[config.mk]
export PLATFORM = sky130hd
export DESIGN_NAME = mtxc_front
export DESIGN_NICKNAME = d
export VERILOG_FILES = /design/src/rtl/mtxc_pkg.sv /design/src/rtl/mtxc_front.sv
export SDC_FILE = /design/constraint.sdc
export NUM_CORES = 1
export LEC_CHECK = 0
export BUFFER_PORTS_ARGS = -buffer_cell sky130_fd_sc_hd__clkbuf_2
export CAP_MARGIN = 0
export CELL_PAD_IN_SITES_DETAIL_PLACEMENT = 0
export CELL_PAD_IN_SITES_GLOBAL_PLACEMENT = 1
export CORE_MARGIN = 10
export CORE_UTILIZATION = 40
export DETAILED_ROUTE_END_ITERATION = 6
export MAX_ROUTING_LAYER = met4
export PLACE_DENSITY_LB_ADDON = 0.1
export SETUP_SLACK_MARGIN = 0.2
export SLEW_MARGIN = 20
export SYNTH_ARGS = -nofsm -noshare
export SYNTH_HDL_FRONTEND = slang
export SYNTH_SLANG_ARGS = --single-unit
[constraint.sdc]
create_clock -name clock -period 2.2 [get_ports clock]
set_input_delay 0 -clock clock [delete_from_list [all_inputs] [get_ports clock]]
set_output_delay 0 -clock clock [all_outputs]
set_load 0.02 [all_outputs]
[src/rtl/mtxc_pkg.sv]
// Package: shared constants, types and functions for the MT19937 xor-chain cipher.
`timescale 1ns / 1ps
package mtxc_pkg;

   localparam int KEY_WORDS_DEF = 16;
   localparam int MT_N = 624;
   localparam int MT_M = 397;
   localparam int IDX_W = 10;
   localparam int CSR_IDX_W = 3;
   localparam int CSR_REGS = 8;

   localparam logic [31:0] SEED_INIT = 32'd19650218;
   localparam logic [31:0] MUL_INIT = 32'd1812433253;
   localparam logic [31:0] MUL_KEY = 32'd1664525;
   localparam logic [31:0] MUL_MIX = 32'd1566083941;
   localparam logic [31:0] MATRIX_A = 32'h9908b0df;
   localparam logic [31:0] UPPER_MASK = 32'h80000000;

   // command sent from front to back
   typedef struct packed {
      logic        reseed;
      logic [31:0] data;
      logic [2:0]  vbytes;
   } cmd_type;

   typedef enum logic [4:0] {
      ST_IDLE,
      ST_INIT_RD, ST_INIT_MUL, ST_INIT_WR,
      ST_KEY_RD, ST_KEY_RD2, ST_KEY_MUL, ST_KEY_WR,
      ST_MIX_RD, ST_MIX_RD2, ST_MIX_MUL, ST_MIX_WR,
      ST_FIX0_RD, ST_FIX0_WR,
      ST_TW_RD0, ST_TW_RD1, ST_TW_RD2, ST_TW_WR,
      ST_DRAW_RD, ST_DRAW_WAIT, ST_DRAW_USE,
      ST_OUT
   } back_state_type;

   function automatic logic [31:0] temper(input logic [31:0] x);
      logic [31:0] y;
      y = x ^ (x >> 11);
      y = y ^ ((y << 7) & 32'h9d2c5680);
      y = y ^ ((y << 15) & 32'hefc60000);
      y = y ^ (y >> 18);
      return y;
   endfunction

   function automatic logic [31:0] byte_mask(input logic [2:0] vb);
      logic [31:0] m;
      case (vb)
         3'd0: m = 32'h0000_0000;
         3'd1: m = 32'h0000_00ff;
         3'd2: m = 32'h0000_ffff;
         3'd3: m = 32'h00ff_ffff;
         default: m = 32'hffff_ffff;
      endcase
      return m;
   endfunction

endpackage

[src/rtl/mtxc_front.sv]
// Front end: accepts items, classifies reseed, two-entry queue to the back end.
`timescale 1ns / 1ps
module mtxc_front (
   input  logic                 clock,
   input  logic                 reset,
   input  logic                 req_valid,
   output logic                 req_ready,
   input  logic                 req_first,
   input  logic [31:0]          req_data_in,
   input  logic [2:0]           req_valid_bytes,
   output logic                 cmd_valid,
   input  logic                 cmd_ready,
   output mtxc_pkg::cmd_type    cmd
);
   mtxc_pkg::cmd_type q_ff [2];
   logic [1:0] cnt_ff, cnt_in;
   logic       rd_ff, rd_in, wr_ff, wr_in;
   logic       seeded_ff, seeded_in;
   logic       push, pop;

   assign req_ready = (cnt_ff != 2'd2);
   assign push = req_valid && req_ready;
   assign cmd_valid = (cnt_ff != 2'd0);
   assign pop = cmd_valid && cmd_ready;
   assign cmd = q_ff[rd_ff];

   // queue pointers and seeded flag
   always_comb begin
      cnt_in = cnt_ff + {1'b0, push} - {1'b0, pop};
      rd_in = rd_ff ^ pop;
      wr_in = wr_ff ^ push;
      seeded_in = seeded_ff | push;
   end

   always_ff @(posedge clock) begin
      if (reset) begin
         cnt_ff <= 2'd0;
         rd_ff <= 1'b0;
         wr_ff <= 1'b0;
         seeded_ff <= 1'b0;
      end else begin
         cnt_ff <= cnt_in;
         rd_ff <= rd_in;
         wr_ff <= wr_in;
         seeded_ff <= seeded_in;
      end
   end

   // payload storage
   always_ff @(posedge clock) begin
      if (push) begin
         q_ff[wr_ff] <= '{reseed: req_first | ~seeded_ff, data: req_data_in,
                          vbytes: req_valid_bytes};
      end
   end
endmodule

==> results.json, run 1 <==
{
  "num_antenna_cells": 0,
  "synth_cells": 143,
  "crit_arrival_ps": 1670,
  "power_density_nw_per_um2": 1010,
  "ioPinCount": 78,
  "root_buffer": "clkbuf_8",
  "wl_per_cell_microns": 15.3,
  "drc": 0,
  "die_y_microns": 105,
  "fillers": 541,
  "die_x_microns": 105,
  "via_per_inst": 4.60,
  "ant_nets": 0,
  "hold_buffers": 38,
  "htreeDepth": 3,
  "finalMaxSlewViolations": 0,
  "post_cts_buffers": 0,
  "grt_start_max_net_pins": 37,
  "syn_to_final_growth_pct": 39.4,
  "fp-row-count": 30,
  "critPathLaunchType": "register",
  "clk_pin_slew_ps": 70,
  "top_layer_used": "met4",
  "cts_sinks": 77,
  "fmax_ghz": 0.598,
  "drive_above_1_share_pct": 48.9,
  "endpoint_kind": "output pin",
  "drtPass1Iterations": 3,
  "cts_buffer_depth": 2,
  "hp-class": "input pin to register",
  "core_area_sq_um": 6870,
  "final_cell_mix": "clkbuf_2 (77), edfxtp_1 (72), dlygate4sd3_1 (38), mux2_2 (36), clkbuf_8 (9)",
  "grt_overflow_total": 0,
  "worst-slew-pin-transition_ps": 392,
  "synth_area_sq_um": 2860,
  "hold_violations": 0,
  "port_buffers": 77,
  "cts_tree": "done",
  "antenna_found_initial": 0,
  "vias": 1694,
  "leakage_nw": 1.53,
  "dr_wl_met2_microns": 2900,
  "status": "finished, final reports clean",
  "finalCriticalPeriod_ps": 1670,
  "rsz0062_at_grt": "no",
  "slew_headroom_pct": 73.9,
  "fp.dieArea_sq_um": 10900,
  "synth.distinct_cells": 22,
  "max-cap-violations": 0,
  "post_cts_resized": 0,
  "syn_area_per_cell_sq_um": 20.0,
  "initial_core_util_pct": 41.7,
  "path_max_fanout": 24,
  "syn_nets": 185,
  "drt-met1-wl_microns": 2410,
  "ys_seq_area_share_pct": 79.0,
  "grt_pass1_wl_microns": 9220,
  "final_common_cell": "clkbuf_2",
  "drt_iter0_drc": 84,
  "grt_usage_pct": 10.9,
  "fin_crit_sh_pct": 76.0,
  "crit_type": "register to output pin",
  "gp_congestion": 0.685,
  "ir_worst_vdd_mv": 0.474,
  "setup_viol": 0,
  "dpl.hpwl_microns": 3780,
  "nets": 310,
  "wl_microns": 5650,
  "clock_latency_ps": 330,
  "hold_ws_ps": 89.7,
  "ys_ff_latch": 77,
  "clock-skew-final_ps": 6.26,
  "grt_pass1_vias": 1957,
  "yosysWarnings": 0,
  "numCtsBuffers": 9,
  "setup_tns_ps": 0,
  "r2r_setup_slack_ps": 650,
  "critPathRequiredTime_ps": 2200,
  "wl_met3_microns": 237
}
## where the power goes
part,internal (mW),switching [mW]
registers,1.81,0.0823
clock network,0.627,0.466
logic,0.462,0.575
## cells by family (layout without fill, tap and decap cells)
family / count (synthesis) / after routing / synth area share, %
muxes: 37 / 37 / 14.5
and+or+nand+nor: 15 / 15 / 2.75
adders and majority gates: 2 / 2 / 0.874
DFF: 77 / 77 / 79.0
AOI/OAI and AO/OA: 6 / 6 / 1.44
buffers and inverters: 5 / 134 / 1.09
xor gates and xnor gates: 1 / 1 / 0.306
## worst paths after layout
path | cells past startpoint | start | endpoint
max | 3 | rd_ff | cmd[33]
min | 4 | cmd_ready | rd_ff
max reg2reg | 6 | cnt_ff[1] | cnt_ff[1]
min reg2reg | 2 | seeded_ff | seeded_ff
## registers in the layout, summed over array words and instances, names as in the netlist
name	cells
rd_ff	1
wr_ff	1
seeded_ff	1
q_ff	72
cnt_ff	2
## per-stage QoR
stage	total power [mW]	std cells	worst slack [ps]	instance area [sq um]	util, %
2_1_floorplan	2.57	143	393	2870	-
3_3_place_gp	2.91	315	741	3410	49.6
3_5_place_dp	2.94	315	655	3410	49.6
4_1_cts	4.08	368	486	3990	58.1
5_1_grt	4.23	368	441	3990	58.1
6_report	4.02	368	527	3990	58.1
## layer usage
metal	track usage (%)	up-vias
li1	-	806
met1	11.9	824
met2	18.4	52
met3	3.07	12
met4	4.71	0
met5	-	-
## cell type report
cell class	instances	area [sq um]	area share, %
repair buffers	118	826	20.7
well taps	96	120	3.01
flip-flops and latches	77	2260	56.7
clock buffers	10	128	3.20
clock inverters	5	76.3	1.91
multi-input cells	61	574	14.4
inverters	1	3.75	0.0940
## critical path, cell delays in order (launching register included)
cell	delay [ps]
dfxtp_2	570
buf_12	240
mux2_2	360
clkbuf_2	160
## cells in the mapped netlist
library cell | instances | area share, %
edfxtp_1 | 72 | 75
mux2_2 | 36 | 14
nor2_1 | 6 | 0.79
dfxtp_1 | 5 | 3.5
buf_4 | 3 | 0.79
ha_1 | 2 | 0.87
nand2b_1 | 2 | 0.44
nor2b_1 | 2 | 0.44
o21ai_0 | 2 | 0.35
a211oi_1 | 1 | 0.26
a21bo_1 | 1 | 0.35
a21oi_1 | 1 | 0.17
a32oi_1 | 1 | 0.31
and2_1 | 1 | 0.22
and2b_1 | 1 | 0.26
and3_1 | 1 | 0.22
buf_2 | 1 | 0.17
inv_1 | 1 | 0.13
mux2_1 | 1 | 0.39
nand3_1 | 1 | 0.17
or2_2 | 1 | 0.22
xor2_1 | 1 | 0.31
No activity file was read; power rests on OpenSTA's default activity.
==> run 2, diff against run 1 <==
Clock period 2.2 ns to 1.75 ns, I/O delays scaled along.
==> run 2 against run 1 <==
Effect of this change:
- hold slack improved by 13 ps
- final cell count up 1.1%
- largest cell class unchanged
- non-clock buffer count up 2
- final area up 1.2%
==> results.json, run 2 (synthesis results as in run 1) <==
{
  "crit_arrival_ps": 1730,
  "wl_per_cell_microns": 16.8,
  "cts_sinks": 77,
  "numCtsBuffers": 9,
  "antenna_found_initial": 0,
  "path_buf_inv": 0,
  "htreeDepth": 3,
  "cp_slowest_cell": "dfxtp_4",
  "critPathLaunchType": "register",
  "fmax_ghz": 0.663,
  "fin_crit_sh_pct": 86.2,
  "port_buffers": 77,
  "num_antenna_cells": 0,
  "drc": 0,
  "initial_core_util_pct": 41.7,
  "cts_buffer_depth": 2,
  "setup_viol": 0,
  "top_regs": "q_ff x72, cnt_ff x2",
  "place_area_sq_um": 3400,
  "setup_ws_ps": 242,
  "cts_tree": "done",
  "crit_type": "register to register",
  "hold_violations": 0,
  "regMostFlops": "q_ff",
  "pwr-share-clk_pct": 24.6,
  "cp_cell_sequence": "nor2b_1 -> a211oi_1 -> nor2_1 -> ha_1 -> and2b_1 -> mux2_1",
  "worstReg2RegEnd": "cnt_ff[1]",
  "rsz0062_at_grt": "yes",
  "net-switching-power_mw": 1.46,
  "worst-slew-pin-transition_ps": 287,
  "leakage_nw": 1.54,
  "root_buffer": "clkbuf_8",
  "drtPass1Iterations": 4,
  "clock_latency_ps": 330,
  "via_per_inst": 4.62,
  "finalPower_mw": 5.05,
  "drive_above_1_share_pct": 50.0,
  "largest_register_ffs": 72,
  "status": "finished, final reports clean",
  "nets": 313,
  "final_util_pct": 58.8,
  "rr_worst_depth": 6,
  "finalCriticalPeriod_ps": 1510,
  "final_cell_mix": "clkbuf_2 (76), edfxtp_1 (72), dlygate4sd3_1 (38), mux2_2 (36), clkbuf_8 (9)",
  "fp-row-count": 30,
  "fin_cells": 372,
  "max_stage_delay_ps": 380,
  "ant_nets": 0,
  "vias": 1718,
  "grt_overflow_total": 0,
  "die_y_microns": 105,
  "dp_cells": 314,
  "fp.dieArea_sq_um": 10900,
  "stdcell_area_sq_um": 4040,
  "cp.depth": 6,
  "setup_tns_ps": 0,
  "finalMaxSlewViolations": 0,
  "sw_frac_of_total_pct": 29.0,
  "clock-skew-final_ps": 6.29,
  "grt_pass1_vias": 1932,
  "gp_congestion": 0.653,
  "whs_endpoint": "rd_ff",
  "die_x_microns": 105,
  "crit_family": "flip-flops",
  "ir_worst_vdd_mv": 0.610,
  "final_common_cell": "clkbuf_2",
  "dpl.hpwl_microns": 4000,
  "grt_start_max_net_pins": 37,
  "p_comb_share_pct": 28.5,
  "hold_path_depth": 4,
  "grt_pass1_wl_microns": 9440,
  "power_density_nw_per_um2": 1250,
  "intPower_mw": 3.59,
  "grt_usage_pct": 11.4,
  "syn_to_final_growth_pct": 41.1,
  "endpoint_kind": "register",
  "core_area_sq_um": 6870,
  "ioPinCount": 78,
  "max-cap-violations": 0,
  "wl_microns": 6240,
  "slew_headroom_pct": 80.8,
  "drt_iter0_drc": 63,
  "hp-class": "input pin to register",
  "clk_pin_slew_ps": 70,
  "seqPwrFrac_pct": 47.0,
  "crit-reg2reg-launch": "cnt_ff[1]",
  "dpl_worst_slack_ps": 130,
  "critPathRequiredTime_ps": 1970,
  "hold_ws_ps": 103,
  "min_from": "cmd_ready",
  "path_max_fanout": 7,
  "r2r_setup_slack_ps": 240
}
## run 2: worst max path at each step
stage                     startpoint          end  slack (ps)
after floorplan            cnt_ff[0]   q_ff[0][0]         230
after global placement     cnt_ff[0]  q_ff[1][18]         270
after detailed placement   cnt_ff[1]    cnt_ff[1]         130
after CTS                  cnt_ff[0]  q_ff[1][31]         190
after global routing       cnt_ff[1]    cnt_ff[1]         160
final                      cnt_ff[1]    cnt_ff[1]         240
## run 2: per-layer routing
layer	routed length, microns	global-route usage [%]	up-vias
li1	-	-	816
met1	2670	11.8	840
met2	3250	19.5	58
met3	274	3.01	4
met4	45	5.59	0
met5	0	-	-
## run 2: area by class of cell
class / instances / area, sq um
repair buffers: 120 / 861
clock buffers: 11 / 131
multi-input cells: 62 / 602
clock inverters: 5 / 51.3
fillers: 535 / 2830
inverters: 1 / 3.75
flip-flops and latches: 77 / 2270
well taps: 96 / 120
## run 2: power groups by stage
stage | sequential (mW) | combinational, mW | clock, mW
floorplan | 2.36 | 0.891 | 0
detailed placement | 2.42 | 1.28 | 0
CTS | 2.36 | 1.47 | 1.29
global route | 2.39 | 1.55 | 1.36
global placement | 2.40 | 1.25 | 0
finish | 2.37 | 1.44 | 1.24
## run 2: timing repair
action                     4_1_cts  5_1_grt
pin swaps                        1        0
hold buffers                    38        0
hold endpoints to repair        76        0
buffers inserted                 2        0
setup endpoints to repair       50       86
gates resized for setup          2        5
gates cloned                     1        1
## run 2: worst register-to-register path, cell delays in order (launching register included)
cell and delay [ps]:
dfxtp_4 380, nor2b_1 60, a211oi_1 240, nor2_1 90, ha_1 190, and2b_1 150
mux2_1 290
